===== config.mk =====
export PLATFORM = sky130hd
export DESIGN_NAME = scancode_set1_keysym_decoder_top
export DESIGN_NICKNAME = d
export VERILOG_FILES = /design/src/rtl/sc1kd_pkg.sv /design/src/rtl/sc1kd_in_reg.sv /design/src/rtl/sc1kd_dec_stage.sv /design/src/rtl/scancode_set1_keysym_decoder_top.sv
export VERILOG_INCLUDE_DIRS = /design/src /design/src/rtl
export SDC_FILE = /design/constraint.sdc
export NUM_CORES = 1
export LEC_CHECK = 0
export CORE_MARGIN = 1
export CORE_UTILIZATION = 61
export DETAILED_ROUTE_END_ITERATION = 8
export DONT_BUFFER_PORTS = 1
export PLACE_DENSITY_LB_ADDON = 0.1
export SYNTH_ARGS = -nofsm -noshare
export SYNTH_HDL_FRONTEND = slang
export SYNTH_SLANG_ARGS = --single-unit
export TNS_END_PERCENT = 100

===== constraint.sdc =====
create_clock -name clk -period 2.1 [get_ports clk]
set_input_delay 0.42 -clock clk [delete_from_list [all_inputs] [get_ports clk]]
set_output_delay 0.42 -clock clk [all_outputs]
set_load 0.02 [all_outputs]

===== src/rtl/scancode_set1_keysym_decoder_top_assert.svh =====
// Assertion macros used by the decode stage RTL.
`ifndef SCANCODE_SET1_KEYSYM_DECODER_TOP_ASSERT_SVH
`define SCANCODE_SET1_KEYSYM_DECODER_TOP_ASSERT_SVH

// Same-cycle implication, disabled while reset is asserted.
`define SC1KD_ASSERT_IMP(lbl, clk_s, rst_s, ante, cons) \
    lbl: assert property (@(posedge clk_s) disable iff (!rst_s) (ante) |-> (cons)) \
        else $error("sc1kd: same-cycle check failed");

// Next-cycle implication, disabled while reset is asserted.
`define SC1KD_ASSERT_NXT(lbl, clk_s, rst_s, ante, cons) \
    lbl: assert property (@(posedge clk_s) disable iff (!rst_s) (ante) |=> (cons)) \
        else $error("sc1kd: next-cycle check failed");

`endif


===== src/rtl/sc1kd_pkg.sv =====
package sc1kd_pkg;

    localparam logic [7:0] PREFIX_BYTE  = 8'hE0;
    localparam logic [6:0] FAKE_SHIFT_L = 7'h2A;
    localparam logic [6:0] FAKE_SHIFT_R = 7'h36;
    localparam logic [6:0] EXT_BASE     = 7'h60;
    localparam logic [6:0] EXT_LAST     = 7'h76;

    localparam logic [2:0] ST_KEY       = 3'd0;
    localparam logic [2:0] ST_PREFIX    = 3'd1;
    localparam logic [2:0] ST_FAKESHIFT = 3'd2;
    localparam logic [2:0] ST_UNKNOWN   = 3'd3;
    localparam logic [2:0] ST_RANGE     = 3'd4;

    // Registered input word handed to the decode stage.
    typedef struct packed {
        logic       valid;
        logic [7:0] code_byte;
    } in_word_t;

    typedef struct packed {
        logic       hit;
        logic [6:0] keysym;
    } ext_hit_t;

    // Fixed extended-code table.
    function automatic ext_hit_t ext_lookup(input logic [6:0] code);
        ext_hit_t r;
        r.hit = 1'b1;
        unique case (code)
            7'h1C:   r.keysym = EXT_BASE + 7'd0;
            7'h1D:   r.keysym = EXT_BASE + 7'd1;
            7'h35:   r.keysym = EXT_BASE + 7'd2;
            7'h37:   r.keysym = EXT_BASE + 7'd3;
            7'h38:   r.keysym = EXT_BASE + 7'd4;
            7'h46:   r.keysym = EXT_BASE + 7'd5;
            7'h47:   r.keysym = EXT_BASE + 7'd6;
            7'h48:   r.keysym = EXT_BASE + 7'd7;
            7'h49:   r.keysym = EXT_BASE + 7'd8;
            7'h4B:   r.keysym = EXT_BASE + 7'd9;
            7'h4D:   r.keysym = EXT_BASE + 7'd10;
            7'h4F:   r.keysym = EXT_BASE + 7'd11;
            7'h50:   r.keysym = EXT_BASE + 7'd12;
            7'h51:   r.keysym = EXT_BASE + 7'd13;
            7'h52:   r.keysym = EXT_BASE + 7'd14;
            7'h53:   r.keysym = EXT_BASE + 7'd15;
            7'h6F:   r.keysym = EXT_BASE + 7'd16;
            7'h3D:   r.keysym = EXT_BASE + 7'd17;
            7'h3E:   r.keysym = EXT_BASE + 7'd18;
            7'h3F:   r.keysym = EXT_BASE + 7'd19;
            7'h40:   r.keysym = EXT_BASE + 7'd20;
            7'h41:   r.keysym = EXT_BASE + 7'd21;
            7'h4E:   r.keysym = EXT_BASE + 7'd22;
            default:
            begin
                r.hit    = 1'b0;
                r.keysym = 7'd0;
            end
        endcase
        return r;
    endfunction

endpackage


===== src/rtl/sc1kd_in_reg.sv =====
module sc1kd_in_reg (
    input  logic                clk,
    input  logic                rst_n,
    input  logic                in_valid,
    output logic                in_ready,
    input  logic [7:0]          code_byte,
    output sc1kd_pkg::in_word_t stage,
    input  logic                stage_ready
);
    import sc1kd_pkg::*;

    logic       valid_reg, valid_next;
    logic [7:0] byte_reg;
    logic       in_fire;

    assign in_ready   = !valid_reg || stage_ready;
    assign in_fire    = in_valid && in_ready;
    assign valid_next = in_fire || (valid_reg && !stage_ready);

    always_ff @(posedge clk or negedge rst_n)
    begin
        if (!rst_n)
        begin
            valid_reg <= 1'b0;
        end
        else
        begin
            valid_reg <= valid_next;
        end
    end

    always_ff @(posedge clk)
    begin
        if (in_fire)
        begin
            byte_reg <= code_byte;
        end
    end

    assign stage.valid     = valid_reg;
    assign stage.code_byte = byte_reg;

endmodule


===== src/rtl/sc1kd_dec_stage.sv =====
module sc1kd_dec_stage (
    input  logic                clk,
    input  logic                rst_n,
    input  sc1kd_pkg::in_word_t stage,
    output logic                stage_ready,
    output logic                out_valid,
    input  logic                out_ready,
    output logic [6:0]          keysym,
    output logic                released,
    output logic [2:0]          status
);
    import sc1kd_pkg::*;

    logic       ext_pending_reg, ext_pending_next;
    logic       out_valid_reg, out_valid_next;
    logic [6:0] keysym_reg, keysym_next;
    logic       released_reg, released_next;
    logic [2:0] status_reg, status_next;
    logic       fire;
    logic [6:0] code;
    logic       rel;
    ext_hit_t   ext;

    assign stage_ready = !out_valid_reg || out_ready;
    assign fire        = stage.valid && stage_ready;
    assign code        = stage.code_byte[6:0];
    assign rel         = stage.code_byte[7];
    assign ext         = ext_lookup(code);

    always_comb
    begin
        keysym_next      = 7'd0;
        released_next    = 1'b0;
        status_next      = ST_KEY;
        ext_pending_next = 1'b0;
        if (stage.code_byte == PREFIX_BYTE)
        begin
            ext_pending_next = 1'b1;
            status_next      = ST_PREFIX;
        end
        else if (ext_pending_reg)
        begin
            if (code == FAKE_SHIFT_L || code == FAKE_SHIFT_R)
            begin
                status_next = ST_FAKESHIFT;
            end
            else if (!ext.hit)
            begin
                status_next = ST_UNKNOWN;
            end
            else
            begin
                keysym_next   = ext.keysym;
                released_next = rel;
            end
        end
        else if (code >= EXT_BASE)
        begin
            status_next = ST_RANGE;
        end
        else
        begin
            keysym_next   = code;
            released_next = rel;
        end
    end

    assign out_valid_next = fire || (out_valid_reg && !out_ready);

    always_ff @(posedge clk or negedge rst_n)
    begin
        if (!rst_n)
        begin
            out_valid_reg   <= 1'b0;
            ext_pending_reg <= 1'b0;
        end
        else
        begin
            out_valid_reg <= out_valid_next;
            if (fire)
            begin
                ext_pending_reg <= ext_pending_next;
            end
        end
    end

    always_ff @(posedge clk)
    begin
        if (fire)
        begin
            keysym_reg   <= keysym_next;
            released_reg <= released_next;
            status_reg   <= status_next;
        end
    end

    assign out_valid = out_valid_reg;
    assign keysym    = keysym_reg;
    assign released  = released_reg;
    assign status    = status_reg;

    `include "scancode_set1_keysym_decoder_top_assert.svh"

    // only key events carry a keysym or a release bit
    `SC1KD_ASSERT_IMP(a_quiet_non_key, clk, rst_n,
        out_valid_reg && status_reg != ST_KEY, keysym_reg == 7'd0 && !released_reg)
    // a prefix word leaves the flag set
    `SC1KD_ASSERT_NXT(a_prefix_sets, clk, rst_n,
        fire && stage.code_byte == PREFIX_BYTE, ext_pending_reg)
    // any other word clears it
    `SC1KD_ASSERT_NXT(a_other_clears, clk, rst_n,
        fire && stage.code_byte != PREFIX_BYTE, !ext_pending_reg)
    // extended keysyms stay inside the table range
    `SC1KD_ASSERT_IMP(a_ext_range, clk, rst_n,
        out_valid_reg && status_reg == ST_KEY && keysym_reg >= EXT_BASE,
        keysym_reg <= EXT_LAST)

endmodule


===== src/rtl/scancode_set1_keysym_decoder_top.sv =====
// Scan code set 1 decoder.
// Input channel: in_valid / in_ready with one raw keyboard byte per word on
// code_byte. Output channel: out_valid / out_ready with keysym, released and
// status for every input word, in order, one result word per input word.
// A 0xE0 byte latches the extended flag and reports "prefix"; the next byte
// is decoded through the extended table (fake shifts ignored, unmapped codes
// reported unknown) and clears the flag.
// After input accept, the byte is held in the input register, then decoded
// into the result register, which raises out_valid.
// Throughput: one word per cycle unless out_ready stalls; the decode is a
// single table lookup between the input and result registers, and the flag
// update sits in the same stage, so consecutive bytes need no spacing.
// Reset (rst_n low, asynchronous): both stages empty, extended flag cleared.
// When the receiver stalls, the result register holds; the input register
// still takes one more word, after which in_ready drops until out_ready.
module scancode_set1_keysym_decoder_top (
    input  logic       clk,
    input  logic       rst_n,
    input  logic       in_valid,
    output logic       in_ready,
    input  logic [7:0] code_byte,
    output logic       out_valid,
    input  logic       out_ready,
    output logic [6:0] keysym,
    output logic       released,
    output logic [2:0] status
);
    import sc1kd_pkg::*;

    // registered input word and its backpressure
    in_word_t stage;
    logic     stage_ready;

    sc1kd_in_reg u_in_reg (
        .clk         (clk),
        .rst_n       (rst_n),
        .in_valid    (in_valid),
        .in_ready    (in_ready),
        .code_byte   (code_byte),
        .stage       (stage),
        .stage_ready (stage_ready)
    );

    // prefix flag, table decode and result register
    sc1kd_dec_stage u_dec_stage (
        .clk         (clk),
        .rst_n       (rst_n),
        .stage       (stage),
        .stage_ready (stage_ready),
        .out_valid   (out_valid),
        .out_ready   (out_ready),
        .keysym      (keysym),
        .released    (released),
        .status      (status)
    );

endmodule

## Word level (Yosys, flattened, before mapping)

Cells that the tools add are included.
W data, S select, Z words.

- Flip-flop bits (word level): 22
- Bits of input ports: 12
- Output and inout port bits: 13
- Word-level logic and storage cells: 63

- Order comparisons: 1
- Eq/ne operators: 26
- Muxes and demuxes: 15
- Reductions and logical operators: 14

Operators by type and width:

| kind | count |
|---|---|
| $pmux W7 S23 | 1 |
| $eq A7 B7 Y1 const B | 15 |
| $eq A7 B6 Y1 const B | 8 |
| $mux W7 | 4 |
| $reduce_or A23 Y1 | 1 |
| $eq A7 B5 Y1 const B | 2 |
| $mux W3 | 3 |
| $eq A8 B8 Y1 const B | 1 |
| $ge A7 B7 Y1 const B | 1 |
| $mux W1 | 6 |
| $logic_or A1 B1 Y1 | 5 |
| $logic_and A1 B1 Y1 | 4 |
| $logic_not A1 Y1 | 4 |
| $mux W2 | 1 |

## Depth between registers and ports, before layout

Gate-level depths: netlist (run 1).

- Depth in word-level cells: 6
- Gate-level depth with buffers: 7

## Modules after synthesis

Synthesis (run 1) repeated with hierarchy kept, for this count alone.

- Cell total of the unflattened synthesis: 121
- Area total of the unflattened synthesis: 1297.5 um^2

Modules (own cells, without submodules):

| module | instances | cells an instance | area each (um^2) | seq. area each (um^2) |
|---|---|---|---|---|
| sc1kd_dec_stage | 1 | 108 | 996.0 | 380.4 |
| sc1kd_in_reg | 1 | 13 | 301.5 | 265.3 |

## Worst setup path after synthesis (run 1)

No wires, ideal clock.

- Path type: register to register
- Start point: reg u_in_reg.byte_reg[6]
- End point: reg u_dec_stage.released_reg (netlist: u_dec_stage.released), data pin
- Setup time: 258 ps
- Arrival time: 1479 ps
- Required time: 1842 ps
- Slack: 363 ps
- Stages on the path, launching flop included: 8
- Buffers on the path: 1
- Period minus slack after synthesis: 1737 ps
- Path through: edfxtp_1 > buf_4 > nand2b_4 > o22ai_1 > and3_4 > a311oi_2 > nand4_1 > o221a_1

- Cells in the longest elaborated chain, start to end: 6
- Elaborated cells on any way between the ends: 34
- Those cells by class: 1 x order compare; 26 x eq/ne; 5 x mux; 2 x reduce/logical

Ends and longest elaborated chain:

| what | RTL line | RTL |
|---|---|---|
| start, declared | sc1kd_in_reg.sv:13 | `logic [7:0] byte_reg;` |
| start signal, assigned | sc1kd_in_reg.sv:36 | `byte_reg <= code_byte;` |
| $eq A7 B5 Y1, or another cell as far along | sc1kd_pkg.sv:30 | `unique case (code)` |
| $reduce_or A23 Y1 (no source line) | -- |  |
| $mux W1 | sc1kd_pkg.sv:30 |  |
| $mux W1 | sc1kd_dec_stage.sv:47 | `else if (!ext.hit)` |
| $mux W1 | sc1kd_dec_stage.sv:43 | `if (code == FAKE_SHIFT_L \|\| code == FAKE_SHIFT_R)` |
| $mux W1 | sc1kd_dec_stage.sv:41 | `else if (ext_pending_reg)` |
| end signal, assigned | sc1kd_dec_stage.sv:92 | `released_reg <= released_next;` |
| end, declared | sc1kd_dec_stage.sv:17 | `logic released_reg, released_next;` |

Several ways; a longest one is shown, not always the timed one.
A chain may end at the register's enable or synchronous reset.

## Worst setup path in the final report (run 1)

- Start point: reg u_in_reg.byte_reg[4]
- End point: reg u_dec_stage.keysym_reg[3] (netlist: u_dec_stage.keysym[3]), data pin

- Cells in the longest elaborated chain, start to end: 6
- Elaborated cells on any way between the ends: 35
- Those cells by class: 1 x order compare; 26 x eq/ne; 6 x mux; 2 x reduce/logical

Ends and longest elaborated chain:

| what | RTL line | RTL |
|---|---|---|
| $eq A7 B5 Y1, or another cell as far along | sc1kd_pkg.sv:30 |  |
| $reduce_or A23 Y1 (no source line) | -- |  |
| $mux W1 | sc1kd_pkg.sv:30 |  |
| $mux W7 | sc1kd_dec_stage.sv:47 |  |
| $mux W7 | sc1kd_dec_stage.sv:43 |  |
| $mux W7 | sc1kd_dec_stage.sv:41 |  |
| end signal, assigned | sc1kd_dec_stage.sv:91 | `keysym_reg <= keysym_next;` |
| end, declared | sc1kd_dec_stage.sv:16 | `logic [6:0] keysym_reg, keysym_next;` |

Several ways; a longest one is shown, not always the timed one.

==> summary.md, run 1 <==
| Metric | Value |
|---|---|
| Status | completed |
| Drt drc | 0 |
| WP data arrival | 2.11 ns |
| Die Y | 47.9 µm |
| Reg-to-reg endpoint | u_dec_stage.keysym[3] |
| PortBufs | 0 |
| Cells after Synth | 118 |
| Worst vdd ir | 0.596 mV |
| Worst Setup SP | u_in_reg.byte_reg[4] |
| IO Count | 25 |
| Crit path kind | register to register |
| Die area | 2290 µm² |
| Max reg flops | 8 |
| Leading area contributor after synthesis | edfxtp_1 |
| Storage element area | 646 µm² |
| Max Transition Viols Final | 0 |
| Via count | 1006 |
| PD cells | 656 nW/µm² |
| Final nets | 141 |
| Slowest Stage Delay on Critical Path | 0.43 ns |
| Final worst setup slack | 0.0767 ns |
| # setup viols final | 0 |
| Synth unique cells | 42 |
| Num rows | 16 |
| Starting density of the core | 65.4% |
| Max-cap viol count | 0 |
| Most frequent cells in the layout | edfxtp_1 (19), buf_4 (13), nor2_1 (9) |
| Sum of buffers and inverters on the critical path | 1 |
| Worst-case clock buffer depth | 2 |
| H-tree levels | 1 |
| Antenna violations before repair | 0 |
| FILL cells | 142 |
| Pin count of the biggest net entering global routing | 14 |
| Register area share after synthesis | 50.3% |
| Yosys warning total | 0 |
| Slew @ Worst Pin | 0.540 ns |
| Synth area leaders | edfxtp_1 (44%), dfrtp_1 (5.8%), nand2b_1 (3.9%), a21oi_1 (3.1%), nor2_1 (2.6%) |
| Commonest non-fill, non-tap cell in the layout | edfxtp_1 |
| Total CTS buffers | 3 |
| Core area | 1960 µm² |
| Static Leak | 0.490 nW |
| Setup TNS | 0 ns |
| Met3 GRT Util | 4.15% |
| Avg WL per Cell | 16.4 µm |
| Hold Path Class | input pin to register |
| CP endpoint kind | register |
| Worst-path clk slew | 0.12 ns |
| Multi-input gate area | 586 µm² |
| Cell at the slowest stage of the critical path | edfxtp_1 |
| Slew HR | 63.7% |
| Yosys reg bits | 22 |
| Share of the synthesized area in the top cell type | 44.4% |
| CTS tree | done |
| Clk root buf | clkbuf_4 |
| Total clock sinks | 22 |
| Area Overhead vs Synth | 10.6% |
| Post-Route WL | 2.54 mm |
| CP required | 2.19 ns |
| Crit path time final | 2.02 ns |
| DRC marker count from the first detailed-route iteration | 34 |
| Total grt overflow | 0 |
| WHS Endpoint | u_in_reg.byte_reg[0] |
| Remaining antenna violation count | 0 |
| Clk_lat worst skew | 0.31 ns |
| Grt met2 use | 36.2% |
| WHS Path Cells | 0 |
| Number of global-route vias before repair | 817 |
| Final GP Congestion | 0.932 |
| Top Family by Delay on Critical Path | compound AO/OA/AOI/OAI gates |
| Mapped cell area | 1280 µm² |
| First-pass GRT wire length | 3.66 mm |
| Met1 global-route usage | 31.1% |
| Synth Area per Inst | 10.9 µm² |
| Worst clock skew | 0.00615 ns |
| Detailed Routing Iterations Pass 1 | 4 |
| Crit-path cells | buf_4 > nand2b_1 > o22ai_1 > and3_4 > a311oi_2 > a41oi_2 > a22o_1 |
| Final-report hold violation count | 0 |
| Share of cells above drive strength 1 | 21.9% |
| Crit Path Max Fanout | 5 |
| Post-synth EDFFs | 19 |
| # diodes | 0 |
| Die X | 47.9 µm |
| Fmax achieved | 494 MHz |
| Ys async rst share | 13.6% |
| Syn_nets | 130 |
| R2r setup slk | 0.08 ns |
| HP Start | code_byte[0] |
| Reg2reg path depth | 7 |
| Total global-route track usage | 23.5% |
| Pre-CTS setup slack | 0.141 ns |
| Setup crit start kind | register |
| Via-to-Cell Ratio | 6.49 |
| HPWL after detailed placement | 1.79 mm |
| RSZ-0062 raised after global routing | false |
| Worst flop-to-flop path startpoint | u_in_reg.byte_reg[4] |
| Global route hottest layer | met2 |
| Main flop type after synthesis | edfxtp_1 |
| Final period utilization | 96.3% |
report_power, final:
| part | switching [mW] | internal (mW) |
|---|---|---|
| clock | 0.129 | 0.106 |
| combinational | 0.0789 | 0.0563 |
| sequential | 0.0463 | 0.515 |
| total | 0.254 | 0.677 |
timing repair:
action                                  4_1_cts  5_1_grt
gates resized for setup                       0        1
buffers inserted                              0        3
hold endpoints to repair                      3        0
hold buffers                                  1        0
endpoints found under the setup margin        0        1
Yosys cell counts (2+ instances only):
| library cell | number |
|---|---|
| nor2b_1 | 4 |
| a41oi_2 | 2 |
| a21oi_1 | 8 |
| buf_2 | 6 |
| o21ai_0 | 6 |
| and2_1 | 2 |
| a22o_1 | 3 |
| inv_1 | 3 |
| edfxtp_1 | 19 |
| o21ai_1 | 2 |
| nand2b_1 | 8 |
| nand3b_1 | 2 |
| nor3_1 | 5 |
| o21bai_1 | 2 |
| nor3b_1 | 2 |
| nor2_1 | 9 |
| nand2_1 | 8 |
| dfrtp_1 | 3 |
cells by family (layout without fill, tap and decap cells):
family | count (synthesis) | count (layout) | synth area share, %
and+or+nand+nor | 48 | 48 | 21.9
AOI/OAI and AO/OA | 35 | 35 | 21.6
DFF | 22 | 22 | 50.3
buffers and inverters | 11 | 21 | 4.68
xor gates and xnor gates | 1 | 1 | 0.682
muxes | 1 | 1 | 0.780
area by class of cell:
type	count	share of cell area, %
well taps	27	2.38
repair buffers	14	7.58
multi-input cells	85	41.2
clock buffers	4	2.56
inverters	3	0.793
flip-flops and latches	22	45.5
metrics by stage:
step / cell area [µm²] / instances / hold WS (ns) / power (mW) / util, %
6_report: 1420 / 155 / 0.190 / 0.931 / 72.4
5_1_grt: 1420 / 155 / 0.177 / 0.967 / 72.4
4_1_cts: 1390 / 152 / 0.186 / 0.924 / 70.9
3_5_place_dp: 1340 / 147 / 0.124 / 0.693 / 68.5
3_3_place_gp: 1340 / 147 / 0.124 / 0.689 / 68.5
2_1_floorplan: 1280 / 118 / 0.124 / 0.662 / -
per-layer routing:
layer / vias to the layer above / share of wire (%)
met4: 0 / 2.3
met5: - / 0
li1: 463 / -
met1: 483 / 42
met2: 54 / 50
met3: 6 / 6.3
worst register-to-register path, cell delays in order (launching register included):
cell      delay, ns
edfxtp_1       0.43
buf_4          0.17
nand2b_1       0.15
o22ai_1        0.10
and3_4         0.18
a311oi_2       0.25
a41oi_2        0.25
a22o_1         0.26
how the worst max path moves through the flow:
| stage | slack, ns | to | cells after the start |
|---|---|---|---|
| floorplan | 0.36 | u_dec_stage.released | 7 |
| global placement | 0.18 | u_dec_stage.keysym[6] | 6 |
| detailed placement | 0.14 | u_dec_stage.keysym[0] | 7 |
| CTS | 0.11 | u_dec_stage.keysym[0] | 7 |
| global route | 0.02 | u_dec_stage.keysym[2] | 7 |
| finish | 0.08 | u_dec_stage.keysym[3] | 7 |
(Power assumes the default switching activity.)
==> inputs of run 2 (changes only) <==
--- a/config.mk
+++ b/config.mk
@@ -6,11 +6,11 @@
 export SDC_FILE = /design/constraint.sdc
 export NUM_CORES = 1
 export LEC_CHECK = 0
-export CORE_MARGIN = 1
 export CORE_UTILIZATION = 61
 export DETAILED_ROUTE_END_ITERATION = 8
 export DONT_BUFFER_PORTS = 1
 export PLACE_DENSITY_LB_ADDON = 0.1
+export RECOVER_POWER = 100
 export SYNTH_ARGS = -nofsm -noshare
 export SYNTH_HDL_FRONTEND = slang
 export SYNTH_SLANG_ARGS = --single-unit
==> run 2 against run 1 <==
Effect of this change: clock power hardly changed; design area down 0.35%; clock skew about the same; sequential power hardly changed; largest power group unchanged; combinational power about the same; critical endpoint is now u_dec_stage.released; highest routed layer unchanged.
==> summary.md, run 2 (synthesis gave the netlist of run 1 again) <==
| Metric | Value |
|---|---|
| Status | completed (unchanged) |
| CTS tree | done (unchanged) |
| PD cells | 657 nW/µm² (was 656 nW/µm²) |
| Worst-path clk slew | 0.12 ns (about the same) |
| # diodes | 0 (unchanged) |
| Area Overhead vs Synth | 10.2% (was 10.6%) |
| Top Family by Delay on Critical Path | compound AO/OA/AOI/OAI gates (unchanged) |
| Worst-case clock buffer depth | 2 (unchanged) |
| Remaining antenna violation count | 0 (unchanged) |
| Max Transition Viols Final | 0 (unchanged) |
| Met3 GRT Util | 4.15% (unchanged) |
| RSZ-0062 raised after global routing | false (unchanged) |
| Drt drc | 0 (unchanged) |
| Fmax achieved | 495 MHz (was 494 MHz) |
| Global route hottest layer | met2 (unchanged) |
| Slew @ Worst Pin | 0.736 ns (was 0.540 ns) |
| First-pass GRT wire length | 3.66 mm (unchanged) |
| PortBufs | 0 (unchanged) |
| Die area | 2290 µm² (unchanged) |
| Clk_lat worst skew | 0.31 ns (about the same) |
| HPWL after detailed placement | 1.79 mm (unchanged) |
| CP endpoint kind | register (unchanged) |
| Grt met2 use | 36.2% (unchanged) |
| Setup crit start kind | register (unchanged) |
| R2r setup slk | 0.08 ns (about the same) |
| Most frequent cells in the layout | edfxtp_1 (19), buf_4 (13), nor2_1 (9) (unchanged) |
| Power consumption | 0.929 mW (was 0.931 mW) |
| Antenna violations before repair | 0 (unchanged) |
| Die X | 47.9 µm (unchanged) |
| Final-report hold violation count | 0 (unchanged) |
| Max reg flops | 8 (unchanged) |
| Total clock sinks | 22 (unchanged) |
| Crit-path cells | buf_4 > nand2b_1 > o22ai_1 > and3_4 > a311oi_2 > nand4_1 > o221a_1 (was buf_4 > nand2b_1 > o22ai_1 > and3_4 > a311oi_2 > a41oi_2 > a22o_1) |
| Met1 global-route usage | 31.1% (unchanged) |
| Worst clock skew | 0.00604 ns (was 0.00615 ns) |
| Reg2reg path depth | 7 (unchanged) |
| IO Count | 25 (unchanged) |
| Die Y | 47.9 µm (unchanged) |
| Crit path kind | register to register (unchanged) |
| Reg-to-reg endpoint | u_dec_stage.released (was u_dec_stage.keysym[3]) |
| Final nets | 141 (unchanged) |
| Static Leak | 0.488 nW (was 0.490 nW) |
| WHS Path Cells | 0 (unchanged) |
| Pin count of the biggest net entering global routing | 14 (unchanged) |
| Number of global-route vias before repair | 817 (unchanged) |
| Share of cells above drive strength 1 | 21.1% (was 21.9%) |
| Crit path time final | 2.02 ns (about the same) |
| Detailed Routing Iterations Pass 1 | 4 (unchanged) |
| Total global-route track usage | 23.5% (unchanged) |
| Worst path depth | 7 (unchanged) |
| WHS Endpoint | u_in_reg.byte_reg[0] (unchanged) |
| Worst vdd ir | 0.593 mV (was 0.596 mV) |
| Cell at the slowest stage of the critical path | edfxtp_1 (unchanged) |
| Starting density of the core | 65.4% (unchanged) |
| Core area | 1960 µm² (unchanged) |
| Via count | 1006 (unchanged) |
| WP data arrival | 2.10 ns (was 2.11 ns) |
| Avg WL per Cell | 16.3 µm (was 16.4 µm) |
| DRC marker count from the first detailed-route iteration | 33 (was 34) |
| Total grt overflow | 0 (unchanged) |
| FILL cells | 142 (unchanged) |
| CP required | 2.17 ns (was 2.19 ns) |
| Final period utilization | 96.3% (about the same) |
| # setup viols final | 0 (unchanged) |
| Total CTS buffers | 3 (unchanged) |
| Via-to-Cell Ratio | 6.49 (unchanged) |
| Slew HR | 50.9% (was 63.7%) |
| Post-Route WL | 2.53 mm (was 2.54 mm) |
| Sum of buffers and inverters on the critical path | 1 (unchanged) |
| Setup TNS | 0 ns (unchanged) |
| Num rows | 16 (unchanged) |
| Worst flop-to-flop path startpoint | u_in_reg.byte_reg[4] (unchanged) |
| Max-cap viol count | 0 (unchanged) |
| Slowest Stage Delay on Critical Path | 0.43 ns (about the same) |
| Final GP Congestion | 0.932 (unchanged) |
| Clk root buf | clkbuf_4 (unchanged) |
| Commonest non-fill, non-tap cell in the layout | edfxtp_1 (unchanged) |
| Crit Path Max Fanout | 5 (unchanged) |
| H-tree levels | 1 (unchanged) |
| HP Start | code_byte[0] (unchanged) |
| Hold Path Class | input pin to register (unchanged) |
-- run 2: worst reg2reg max path: stages (launching register included) --
cell      delay [ns]
edfxtp_1        0.43
buf_4           0.17
nand2b_1        0.15
o22ai_1         0.10
and3_4          0.18
a311oi_2        0.25
nand4_1         0.21
o221a_1         0.29
-- run 2: worst max path at each step --
stage | from | endpoint
3_3_place_gp | u_in_reg.byte_reg[6] | u_dec_stage.keysym[6]
5_1_grt | u_in_reg.byte_reg[4] | u_dec_stage.keysym[2]
2_1_floorplan | u_in_reg.byte_reg[6] | u_dec_stage.released
3_5_place_dp | u_in_reg.byte_reg[4] | u_dec_stage.keysym[0]
6_report | u_in_reg.byte_reg[4] | u_dec_stage.released
4_1_cts | u_in_reg.byte_reg[4] | u_dec_stage.keysym[0]
-- run 2: layout make-up --
class / instances / area (µm²) / area share (%)
well taps: 27 / 33.8 / 2.39
multi-input cells: 85 / 581 / 41.0
flip-flops and latches: 22 / 646 / 45.6
clock buffers: 4 / 36.3 / 2.56
inverters: 3 / 11.3 / 0.796
repair buffers: 14 / 108 / 7.60
-- run 2: what timing repair did --
item / 4_1_cts / 5_1_grt
setup endpoints to repair: 0 / 1
resized for setup: 0 / 1
setup buffers: 0 / 3
hold buffers: 1 / 0
endpoints found under the hold margin: 3 / 0
-- run 2: per-layer routing --
metal  vias up  wire (µm)
met4         0         65
met3         8        188
li1        464          -
met5         -          0
met1       471       1020
met2        63       1250
-- run 2: power by group --
| group | leakage (nW) | total (mW) | switching (mW) | internal, mW |
|---|---|---|---|---|
| combinational | 0.247 | 0.135 | 0.0786 | 0.0559 |
| clock | 0.0210 | 0.234 | 0.128 | 0.106 |
| sequential | 0.221 | 0.561 | 0.0460 | 0.515 |
-- run 2: stage by stage --
step | util, % | std cells | hold slack [ns] | setup slack [ns] | area (µm²)
6_report | 72.1 | 155 | 0.192 | 0.0781 | 1420
5_1_grt | 72.1 | 155 | 0.177 | 0.0215 | 1420
4_1_cts | 70.9 | 152 | 0.186 | 0.114 | 1390
3_5_place_dp | 68.5 | 147 | 0.124 | 0.141 | 1340
3_3_place_gp | 68.5 | 147 | 0.124 | 0.185 | 1340
2_1_floorplan | - | 118 | 0.124 | 0.363 | 1280
